**src/rtl/sync_word_length_deframer_macros.svh**
```systemverilog
// Assertion macros shared by the deframer RTL.
`ifndef SYNC_WORD_LENGTH_DEFRAMER_MACROS_SVH
`define SYNC_WORD_LENGTH_DEFRAMER_MACROS_SVH

`ifndef SYNTHESIS

// Check an implication within the same cycle.
`define SWLD_ASSERT_SAME(lbl, clk, rst, ante, cons) \
   lbl: assert property (@(posedge clk) disable iff (rst) (ante) |-> (cons)) \
      else $error("deframer check failed");

// Check an implication in the next cycle.
`define SWLD_ASSERT_NEXT(lbl, clk, rst, ante, cons) \
   lbl: assert property (@(posedge clk) disable iff (rst) (ante) |=> (cons)) \
      else $error("deframer check failed");

`else

`define SWLD_ASSERT_SAME(lbl, clk, rst, ante, cons)
`define SWLD_ASSERT_NEXT(lbl, clk, rst, ante, cons)

`endif

`endif

```
**src/rtl/swld_pkg.sv**
```systemverilog
// Package with constants of the sync word length deframer.
package swld_pkg;

   localparam int CSR_DATA_W = 32;
   localparam int CSR_ADDR_W = 3;
   localparam int PATTERN_W  = 16;

   localparam logic [PATTERN_W-1:0] START_PATTERN_RST = 16'h7878;

   localparam logic REG_START_PATTERN = 1'b0;

endpackage

```
**src/rtl/sync_word_length_deframer.sv**
```systemverilog
// Sync word length deframer: hunts a sync word, reads a byte count, emits payload bits.
//
// Input channel (req_): one received line bit per word, accepted when req_valid is high
// and req_stall is low. Result channel (rsp_): at most one result word per input word:
// a payload bit with last_bit set on the final bit of a frame, or a single empty_frame
// word when the byte count is zero. Hunt bits and all but the last length bit give none.
// Configuration: the APB-style port holds start_pattern at byte address 0; its low
// SYNC_WIDTH bits (zero above bit 15) are matched against the last bits received.
// Output: a result appears on rsp_ in the cycle after its input word is accepted.
// Throughput: one input word per cycle unless req_stall is high; state and result are
// formed by one pass of shift-and-count logic into the state and output registers.
// Stall: the output register holds a result while rsp_stall is high; req_stall rises
// only while that register is full and stalled, and drops as it drains.
// Reset: synchronous, active high; the block returns to hunt with all shift registers
// and counters clear, the output register empty, and start_pattern at 0x7878.
// Back-to-back frames: after the last bit of a frame the next word is again hunted.
`include "sync_word_length_deframer_macros.svh"

module sync_word_length_deframer #(
   parameter int SYNC_WIDTH   = 16,
   parameter int LENGTH_WIDTH = 16
) (
   input  logic                             clock,
   input  logic                             reset,
   input  logic                             req_valid,
   output logic                             req_stall,
   input  logic                             req_rx_bit,
   output logic                             rsp_valid,
   input  logic                             rsp_stall,
   output logic                             rsp_payload_bit,
   output logic                             rsp_last_bit,
   output logic                             rsp_empty_frame,
   input  logic                             psel,
   input  logic                             penable,
   input  logic                             pwrite,
   input  logic [swld_pkg::CSR_ADDR_W-1:0]  paddr,
   input  logic [swld_pkg::CSR_DATA_W-1:0]  pwdata,
   output logic [swld_pkg::CSR_DATA_W-1:0]  prdata,
   output logic                             pready
);
   import swld_pkg::*;

   localparam int CNT_W = $clog2(LENGTH_WIDTH + 1);
   localparam int REM_W = LENGTH_WIDTH + 3;

   typedef enum logic [1:0] {
      PH_HUNT   = 2'd0,
      PH_LENGTH = 2'd1,
      PH_DATA   = 2'd2
   } phase_type;

   phase_type               phase_ff, phase_in;
   logic [SYNC_WIDTH-1:0]   sync_ff, sync_in;
   logic [LENGTH_WIDTH-1:0] len_ff, len_in;
   logic [CNT_W-1:0]        cnt_ff, cnt_in;
   logic [REM_W-1:0]        rem_ff, rem_in;
   logic [PATTERN_W-1:0]    pattern_ff;
   logic                    rsp_valid_ff;
   logic                    rsp_payload_ff, rsp_last_ff, rsp_empty_ff;

   logic                    accept;
   logic                    csr_write;
   logic                    res_valid, res_payload, res_last, res_empty;
   logic [31:0]             pattern_ext;
   logic [SYNC_WIDTH-1:0]   pattern_cmp;
   logic [SYNC_WIDTH-1:0]   sync_shift;
   logic [LENGTH_WIDTH-1:0] len_shift;
   logic [CNT_W-1:0]        cnt_next;
   logic [REM_W-1:0]        rem_load;

   assign req_stall = rsp_valid_ff & rsp_stall;
   assign accept    = req_valid & ~req_stall;
   assign pready    = 1'b1;
   assign csr_write = psel & penable & pwrite;

   assign pattern_ext = {{(32 - PATTERN_W){1'b0}}, pattern_ff};
   assign pattern_cmp = pattern_ext[SYNC_WIDTH-1:0];
   assign sync_shift  = {sync_ff[SYNC_WIDTH-2:0], req_rx_bit};
   assign len_shift   = {len_ff[LENGTH_WIDTH-2:0], req_rx_bit};
   assign cnt_next    = cnt_ff + CNT_W'(1);
   assign rem_load    = {len_shift, 3'b000};

   always_comb begin
      prdata = '0;
      if (paddr[2] == REG_START_PATTERN) begin
         prdata = {{(CSR_DATA_W - PATTERN_W){1'b0}}, pattern_ff};
      end
   end

   always_comb begin
      phase_in    = phase_ff;
      sync_in     = sync_ff;
      len_in      = len_ff;
      cnt_in      = cnt_ff;
      rem_in      = rem_ff;
      res_valid   = 1'b0;
      res_payload = 1'b0;
      res_last    = 1'b0;
      res_empty   = 1'b0;
      unique case (phase_ff)
         PH_LENGTH: begin
            len_in = len_shift;
            cnt_in = cnt_next;
            if (cnt_next == CNT_W'(LENGTH_WIDTH)) begin
               if (len_shift == '0) begin
                  res_valid = 1'b1;
                  res_last  = 1'b1;
                  res_empty = 1'b1;
                  phase_in  = PH_HUNT;
                  sync_in   = '0;
                  len_in    = '0;
                  cnt_in    = '0;
                  rem_in    = '0;
               end else begin
                  rem_in   = rem_load;
                  phase_in = PH_DATA;
               end
            end
         end
         PH_DATA: begin
            rem_in      = rem_ff - REM_W'(1);
            res_valid   = 1'b1;
            res_payload = req_rx_bit;
            if (rem_ff == REM_W'(1)) begin
               res_last = 1'b1;
               phase_in = PH_HUNT;
               sync_in  = '0;
               len_in   = '0;
               cnt_in   = '0;
            end
         end
         default: begin
            phase_in = PH_HUNT;
            sync_in  = sync_shift;
            if (sync_shift == pattern_cmp) begin
               phase_in = PH_LENGTH;
               len_in   = '0;
               cnt_in   = '0;
               rem_in   = '0;
            end
         end
      endcase
   end

   always_ff @(posedge clock) begin
      if (reset) begin
         phase_ff     <= PH_HUNT;
         sync_ff      <= '0;
         len_ff       <= '0;
         cnt_ff       <= '0;
         rem_ff       <= '0;
         pattern_ff   <= START_PATTERN_RST;
         rsp_valid_ff <= 1'b0;
      end else begin
         if (csr_write && paddr[2] == REG_START_PATTERN) begin
            pattern_ff <= pwdata[PATTERN_W-1:0];
         end
         if (accept) begin
            phase_ff <= phase_in;
            sync_ff  <= sync_in;
            len_ff   <= len_in;
            cnt_ff   <= cnt_in;
            rem_ff   <= rem_in;
         end
         if (accept && res_valid) begin
            rsp_valid_ff   <= 1'b1;
            rsp_payload_ff <= res_payload;
            rsp_last_ff    <= res_last;
            rsp_empty_ff   <= res_empty;
         end else if (!rsp_stall) begin
            rsp_valid_ff <= 1'b0;
         end
      end
   end

   assign rsp_valid       = rsp_valid_ff;
   assign rsp_payload_bit = rsp_payload_ff;
   assign rsp_last_bit    = rsp_last_ff;
   assign rsp_empty_frame = rsp_empty_ff;

   `SWLD_ASSERT_SAME(a_empty_is_last, clock, reset,
      rsp_valid && rsp_empty_frame, rsp_last_bit && !rsp_payload_bit)
   `SWLD_ASSERT_SAME(a_data_has_bits, clock, reset,
      phase_ff == PH_DATA, rem_ff != '0)
   `SWLD_ASSERT_SAME(a_hunt_counters_clear, clock, reset,
      phase_ff == PH_HUNT, cnt_ff == '0 && rem_ff == '0 && len_ff == '0)
   `SWLD_ASSERT_NEXT(a_last_returns_hunt, clock, reset,
      accept && res_valid && res_last, phase_ff == PH_HUNT && sync_ff == '0)

endmodule
```
**config.mk**
```make
export PLATFORM = sky130hd
export DESIGN_NAME = sync_word_length_deframer
export DESIGN_NICKNAME = d
export VERILOG_FILES = /design/src/rtl/swld_pkg.sv /design/src/rtl/sync_word_length_deframer.sv
export VERILOG_INCLUDE_DIRS = /design/src /design/src/rtl
export SDC_FILE = /design/constraint.sdc
export NUM_CORES = 1
export LEC_CHECK = 0
export BUFFER_PORTS_ARGS = -buffer_cell sky130_fd_sc_hd__buf_4
export CAP_MARGIN = 10
export CORE_ASPECT_RATIO = 0.7
export CORE_UTILIZATION = 55
export DETAILED_ROUTE_END_ITERATION = 8
export GPL_TIMING_DRIVEN = 1
export HOLD_SLACK_MARGIN = 0.02
export PLACE_DENSITY = 0.8
export SLEW_MARGIN = 10
export SYNTH_ARGS = -nofsm -noshare
export SYNTH_HDL_FRONTEND = slang
export SYNTH_SLANG_ARGS = --single-unit
```
**constraint.sdc**
```tcl
create_clock -name clock -period 3.3 [get_ports clock]
set_input_delay 0.33 -clock clock [delete_from_list [all_inputs] [get_ports clock]]
set_output_delay 0.33 -clock clock [all_outputs]
set_load 0.03 [all_outputs]
```
### Yosys cells after proc, flatten, opt, wreduce, memory -nomap -nowiden

Cells that the tools add are included.

| storage, ports and cells | value |
|---|---|
| register bits | 76 |
| bits of input ports | 43 |
| output and inout bits | 38 |
| logic and storage cells | 67 |

| cells by class | value |
|---|---|
| add/sub/neg operators | 2 |
| eq/ne operators | 9 |
| muxes and demuxes | 30 |
| bitwise logic cells | 7 |
| reduce and logical (&&, ||, !) cells | 9 |

Operators by type and width:

| kind | count |
|---|---|
| 2-to-1 mux 15 bit | 6 |
| case mux 15 bit (2 select lines) | 2 |
| 2-to-1 mux 19 bit | 3 |
| case mux 19 bit (2 select lines) | 1 |
| 2-to-1 mux 5 bit | 4 |
| == test 19 x 1 -> 1 bit (second input constant) | 1 |
| subtractor 19 x 1 -> 19 bit (second input constant) | 1 |
| == test 16 bit | 1 |
| logical NOT 16 bit | 1 |
| 2-to-1 mux 16 bit | 1 |
| case mux 5 bit (2 select lines) | 1 |
| AND reduction 3 bit | 3 |
| 2-to-1 mux 1 bit | 6 |
| 2-to-1 mux 2 bit | 3 |
| inequality test 2 bit (second input constant) | 3 |
| adder 5 x 1 -> 5 bit (second input constant) | 1 |
| == test 5 bit (second input constant) | 1 |
| AND 1 bit | 4 |
| case mux 1 bit (2 select lines) | 2 |
| case mux 2 bit (2 select lines) | 1 |
| AND reduction 4 bit | 1 |
| NOT 1 bit | 3 |
| nonzero test 3 bit | 1 |
| == test 2 x 1 -> 1 bit (second input constant) | 1 |
| other kinds (4) | 5 |

### Logic depth before layout (Yosys ltp)

Gate-level depths: netlist (run 1).

| depth | value |
|---|---|
| depth after elaboration | 6 |
| gate-level depth with buffers | 10 |
| depth with buffers taken out | 8 |

### Worst setup path after synthesis (run 1)

No wires, ideal clock.

| timing | value |
|---|---|
| path kind | register to register |
| from | register rem_ff[4] |
| to | register sync_ff[8] |
| setup time | 132 ps |
| data arrival time | 2412 ps |
| data required time | 3168 ps |
| setup slack | 755 ps |
| stages on the path, launching flop included | 10 |
| path buffers | 3 |
| clock period less this slack | 2545 ps |
| cell sequence | dfxtp_1 -> or4_4 -> or3_1 -> buf_2 -> o31a_1 -> or3_1 -> buf_2 -> buf_6 -> nand2_1 -> a21oi_1 |

| between the ends | value |
|---|---|
| word-level cells in the longest chain between the ends | 3 |

RTL lines:

| item | RTL line | source |
|---|---|---|
| from (decl) | sync_word_length_deframer.sv:56 | `logic [REM_W-1:0] rem_ff, rem_in;` |
| from (signal assigned) | sync_word_length_deframer.sv:163 | `rem_ff <= rem_in;` |
| == test 19 x 1 -> 1 bit | sync_word_length_deframer.sv:124 | `if (rem_ff == REM_W'(1)) begin` |
| inequality test 2 bit (no line) | n/a |  |
| AND reduction 4 bit (no line) | n/a |  |
| to (signal assigned) | sync_word_length_deframer.sv:160 | `sync_ff <= sync_in;` |
| to (decl) | sync_word_length_deframer.sv:53 | `logic [SYNC_WIDTH-1:0] sync_ff, sync_in;` |

Every way passes these cells.
A chain may end at the register's enable or synchronous reset.

### Worst setup path after layout (run 1)

| timing | value |
|---|---|
| from | register rem_ff[4] |
| to | register sync_ff[4] |

The elaborated chain is that of the path after synthesis.

==> metrics, run 1 <==
run status=finished clean; PnR worst setup slack=between 0.4 and 0.5 ns; xor/xnor share of the synthesized area=0.0550; Reg clk slew, reported paths=0.08 ns; Hold WC Path Type=in2reg; Critical Path Source Type=flop; number of max-cap violations=0; post_cts resized=0; CP Cell Sequence=or4_4 > or3_1 > o31a_1 > or3_1 > nand2_1 > a21oi_1; worst vdd ir=286 µV; # setup viols final=0; Clk pwr share=0.444; NetSw=between 0.4 and 0.5 mW; largest net degree at the start of global routing=75; cts hold-fix bufs=0; Comb power frac=0.071; Port-buffer cells=between 40 and 50; Overall Power=between 1.5 and 2 mW; Final Max Slew Viols=0; Min Clock Period, post-route=roughly 2.8 ns; share of post-route cells with drive strength above 1=0.145; die span in x=104 µm; First-pass DRT Iterations=5; Initial Util=0.579; most frequent cells in the layout=dfxtp_1, nand2_1, buf_4, a21oi_1, nand3_1; Clock Sinks=76; fin util=0.659; switching part of the total=0.235; Syn. warnings=0; wire length of the first global-routing pass=~15,000 µm; via count=between 3,000 and 4,000; Crit path max-delay family=simple AND/OR/NAND/NOR gates; Placed Cells=around 600; Slew HR=0.491; Pleak=~1.6 nW; Fmax=approximately 360 MHz; clock latency on the worst-skew pair=~0.36 ns; IO Pins=approximately 80; Worst Tran Pin Value=approximately 0.76 ns; async set-reset flop share out of synthesis=0; CP max FO=15; # nets final=between 500 and 600; post-synth cell types=a little over 50; core area=around 6900 µm²; P per Cell Area=425 nW/µm²; Total Routing Usage GR=0.256; CTS Root Cell=clkbuf_8; final cell count without fillers=626; ANT nets after route=0; Area Growth Syn to Fin=13.8%; Avg Vias per Cell=5.78; Buf/Inv on CP=0; Post-DP Area=roughly 4300 µm²; Synth Area in Compound Gates=0.152; Post-synth EDFFs=3; final critical-path share of the clock period=0.852; arrival time worst endpoint=around 3.0 ns; drt drc=0; Synth Register Bits=76; global route overflow=0; Flop pwr share=0.485; final WL=between 9000 and 10,000 µm; worst path required time=between 3 and 4 ns; row cnt=25; Setup CP Type=reg2reg; Clock Skew=about 0.0081 ns; RD Place Congestion=between 0.9 and 1; Die Ht=about 73 µm; setup_tns=0 ns; HPWL after detailed placement=~6400 µm; TritonCTS clock tree=yes; Critical Path Max Stage Delay=~0.61 ns; largest family of logic cells by synthesized area=simple AND/OR/NAND/NOR gates; 1st-iter DRT viols=239; post-route cell area=4530 µm²; H-tree levels=3; vias in the first global route=~3,200; Slowest cell on crit path=or3_1; Mean Syn Cell Area=about 8 µm²; clock buffer count from CTS=9; sequential fraction of the synthesis area=0.390; Internal Dissipation=~1.5 mW; setup bufs post-CTS=0; cells after synthesis=497; hold slack=around 0.18 ns; commonest non-fill, non-tap cell in the layout=dfxtp_1; total die area=7590 µm²; WL/cell=15.1 µm; mapped cell area=around 4000 µm²; adder-cell share of the synthesized area=0.0189; antenna violations before repair=0; Synth Flop Type=dfxtp_1; final hold viol count=0; dpl ws=0.529 ns; crit end category=flop; mux cell area share after synthesis=0.00566; most used cell, CP=or3_1; clock tree buffer depth=2; RSZ-0062 raised after global routing=false; simple logic cell fraction of the synthesized area=0.301; Ant. Diodes=0
-- cells in the mapped netlist (8+ instances only) --
library cell,n,share of area
nor2_1,25,0.024
nand3b_1,10,0.019
buf_4,19,0.036
nor3_1,17,0.021
clkbuf_1,22,0.021
nand3_1,38,0.048
o21ai_0,15,0.019
a21oi_1,43,0.054
inv_1,8,0.0075
nor2b_1,19,0.030
xnor2_1,20,0.044
nand2b_1,20,0.031
nand2_1,70,0.066
nor4_1,10,0.016
dfxtp_1,73,0.37
-- worst paths after layout --
kind	start	endpoint	slack (ns)	depth (start not counted)
worst min-delay path	pwdata[13]	pattern_cmp[13]$_SDFFE_PP1P_	0.18	3
worst max register to register	rem_ff[4]$_SDFFE_PP0P_	sync_ff[4]$_SDFFE_PP0P_	0.49	6
worst min register to register	sync_ff[14]$_SDFFE_PP0P_	sync_ff[14]$_SDFFE_PP0P_	0.47	2
worst max-delay path	rem_ff[4]$_SDFFE_PP0P_	sync_ff[4]$_SDFFE_PP0P_	0.49	6
-- registers in the layout (all words and copies together), names as in the netlist, 2 cells and up --
| register | cells |
|---|---|
| rem_ff | 19 |
| pattern_cmp | 16 |
| len_ff | 15 |
| sync_ff | 15 |
| cnt_ff | 5 |
| phase_ff | 2 |
-- cells by family (layout without fill, tap and decap cells) --
kind of cell             Yosys count  after routing
AND/OR/NAND/NOR                  232            232
AO/OA/AOI/OAI                     98             98
flip-flops                        76             76
buffers and inverters             56             76
XOR/XNOR                          25             25
adder cells (fa/ha/maj)            6              6
other                              2             17
multiplexers                       2              2
-- layout make-up --
cell class | count | area (µm²)
Multi-Input combinational cell | 380 | 2190
Fill cell | 607 | 2350
Timing Repair Buffer | 52 | 403
Sequential cell | 76 | 1550
Tap cell | 94 | 118
Clock inverter | 7 | 115
Inverter | 8 | 30.0
Clock buffer | 9 | 124
-- tightest hold or removal path, stage by stage --
cell	delay, ns
buf_4	0.07
nand2_1	0.04
nand3b_1	0.07
-- routing by layer --
layer / GRT usage / up-vias / routed length [µm]
met5: 0 / - / 0
met4: 0.0635 / 0 / 102
met3: 0.0839 / 12 / 653
met2: 0.382 / 131 / 4090
met1: 0.358 / 1714 / 4620
li1: - / 1763 / -
-- power groups by stage --
stage	registers, mW	logic [mW]	clock network [mW]
after global routing	0.936	0.147	0.901
after floorplan	0.954	0.107	0
final	0.935	0.137	0.856
after CTS	0.934	0.136	0.857
after detailed placement	0.956	0.135	0
after global placement	0.956	0.134	0
(Power assumes the default switching activity.)
==> run 2: changes to the inputs <==
==> constraint.sdc (replaced) <==
create_clock -name clock -period 3.3 [get_ports clock]
set_input_delay 0 -clock clock [delete_from_list [all_inputs] [get_ports clock]]
set_output_delay 0 -clock clock [all_outputs]
set_load 0.03 [all_outputs]
==> run 2 against run 1 <==
Sequential share of layout area down 1.1 points. Critical path depth unchanged. Combinational power grew 14%. Core utilization rose by 2.1 points. Register-to-register slack got worse by 0.04 ns. Worst setup slack got worse by 0.037 ns. Wire length is 2.0% higher. Clock skew about the same. Fmax fell by 1.3%. Global-route usage up 0.80 points. Critical endpoint is now sync_ff[1]$_SDFFE_PP0P_. Highest routed layer unchanged. Largest power group unchanged. Worst hold slack gained 0.0022 ns. Via count up 0.75%.
==> metrics, run 2 (synthesis gave the netlist of run 1 again) <==
Post-DP Area=4290 µm²; Fmax=~350 MHz; Area Growth Syn to Fin=17.5%; Largest register FFs=19; Setup CP Type=reg2reg; global route overflow=0; Reg with most FFs=rem_ff; Port-buffer cells=45; most frequent cells in the layout=dfxtp_1, nand2_1, buf_4, a21oi_1, nand3_1; Die Ht=about 73 µm; Placed Cells=between 600 and 700; H-tree levels=3; Avg Vias per Cell=5.65; Slew HR=0.519; # nets final=a little under 600; total die area=around 7600 µm²; FF-to-FF setup slack=about 0.45 ns; Overall Power=1.80 mW; row cnt=25; WL/cell=15.0 µm; PnR worst setup slack=roughly 0.45 ns; worst path required time=between 3 and 4 ns; IO Pins=81; most used cell, CP=or3_1; final critical-path share of the clock period=0.863; Hold WC Path Type=in2reg; Total Routing Usage GR=0.264; 1st-iter DRT viols=330; Critical Path Max Stage Delay=roughly 0.64 ns; Ant. Diodes=0; vias in the first global route=3,293; worst vdd ir=~220 µV; final WL=between 9000 and 10,000 µm; # setup viols final=0; drt drc=0; post-route cell area=4680 µm²; setup_tns=0 ns; setup bufs post-CTS=0; Clock Skew=~0.0083 ns; final hold viol count=0; Reg clk slew, reported paths=roughly 0.080 ns; ANT nets after route=0; fin util=0.680; die span in x=around 100 µm; RD Place Congestion=a little under 0.9; arrival time worst endpoint=between 3 and 4 ns; clock buffer count from CTS=9; worst r2r dst=sync_ff[1]$_SDFFE_PP0P_; Final Max Slew Viols=0; run status=finished clean; First-pass DRT Iterations=4; Initial Util=0.579; hold_sp=reset; crit path to=sync_ff[1]$_SDFFE_PP0P_; worst r2r src=rem_ff[4]$_SDFFE_PP0P_; share of post-route cells with drive strength above 1=0.138; r2r worst-path depth=6; Slowest cell on crit path=or3_1; HPWL after detailed placement=approximately 6400 µm; RSZ-0062 raised after global routing=false; CP Launch Point=rem_ff[4]$_SDFFE_PP0P_; number of max-cap violations=0; hold slack=0.184 ns; Clock Sinks=76; Min Clock Period, post-route=around 2.8 ns; antenna violations before repair=0; CP max FO=15; dpl ws=slightly below 0.5 ns; clock latency on the worst-skew pair=approximately 0.36 ns; via count=between 3,000 and 4,000; clock tree buffer depth=2; Critical Path Source Type=flop; Pleak=1.71 nW; crit end category=flop; TritonCTS clock tree=yes; core area=a little under 7000 µm²; CP Cell Sequence=or4_4 > or3_1 > o31a_1 > or3_1 > nand2_1 > a21oi_1; wire length of the first global-routing pass=around 16,000 µm; Worst Tran Pin Value=0.715 ns; commonest non-fill, non-tap cell in the layout=dfxtp_1; final cell count without fillers=about 650; CTS Root Cell=clkbuf_8; largest net degree at the start of global routing=75; P per Cell Area=between 300 and 400 nW/µm²
[run 2: changes by cell type in the layout (fill, tap and decap cells not counted)]
cell           before  now
clkbuf_8            9   10
clkbuf_1            0    1
clkinv_2            2    3
dlygate4sd3_1       0   19
bufinv_16           3    1
clkinvlp_4          2    1
[run 2: worst max-delay path, delay by kind of cell, from the launching register on]
kind            cells  cell delay, ns
compound gates      2            0.52
flops               1            0.36
simple gates        4            1.83
[run 2: how the worst min path moves through the flow]
stage	endpoint	slack, ns	cells after the start
3_5_place_dp	pattern_cmp[11]$_SDFFE_PP1P_	0.21	3
2_1_floorplan	prdata[0]	0.11	1
3_3_place_gp	pattern_cmp[11]$_SDFFE_PP1P_	0.21	3
4_1_cts	rem_ff[2]$_SDFFE_PP0P_	0.17	2
5_1_grt	phase_ff[0]$_SDFFE_PP0P_	0.19	2
6_report	rem_ff[2]$_SDFFE_PP0P_	0.18	2
[run 2: area by class of cell]
type,count,area [µm²]
clock buffer,11,141
clock inverter,5,52.6
fill,588,2200
inverter,8,30.0
multi-input combinational,380,2190
sequential,76,1550
tap,94,118
timing repair buffer,71,593
[run 2: power by group]
part	total [mW]	internal (mW)	switching [mW]
Combinational	0.156	0.0613	0.0950
Sequential	0.935	0.928	0.00670
Clock	0.704	0.366	0.338
Total	1.80	1.36	0.440
[run 2: per-layer routing]
metal  track usage  up-vias  share of wire
met1         0.360     1688           0.48
li1              -     1795              -
met3        0.0786       13          0.080
met5             0        -              0
met4        0.0762        0          0.014
met2         0.407      151           0.43
[run 2: timing repair]
item / in CTS / in global routing
gates resized for setup: 0 / 0
hold endpoints to repair: 20 / 0
hold buffers: 19 / 0
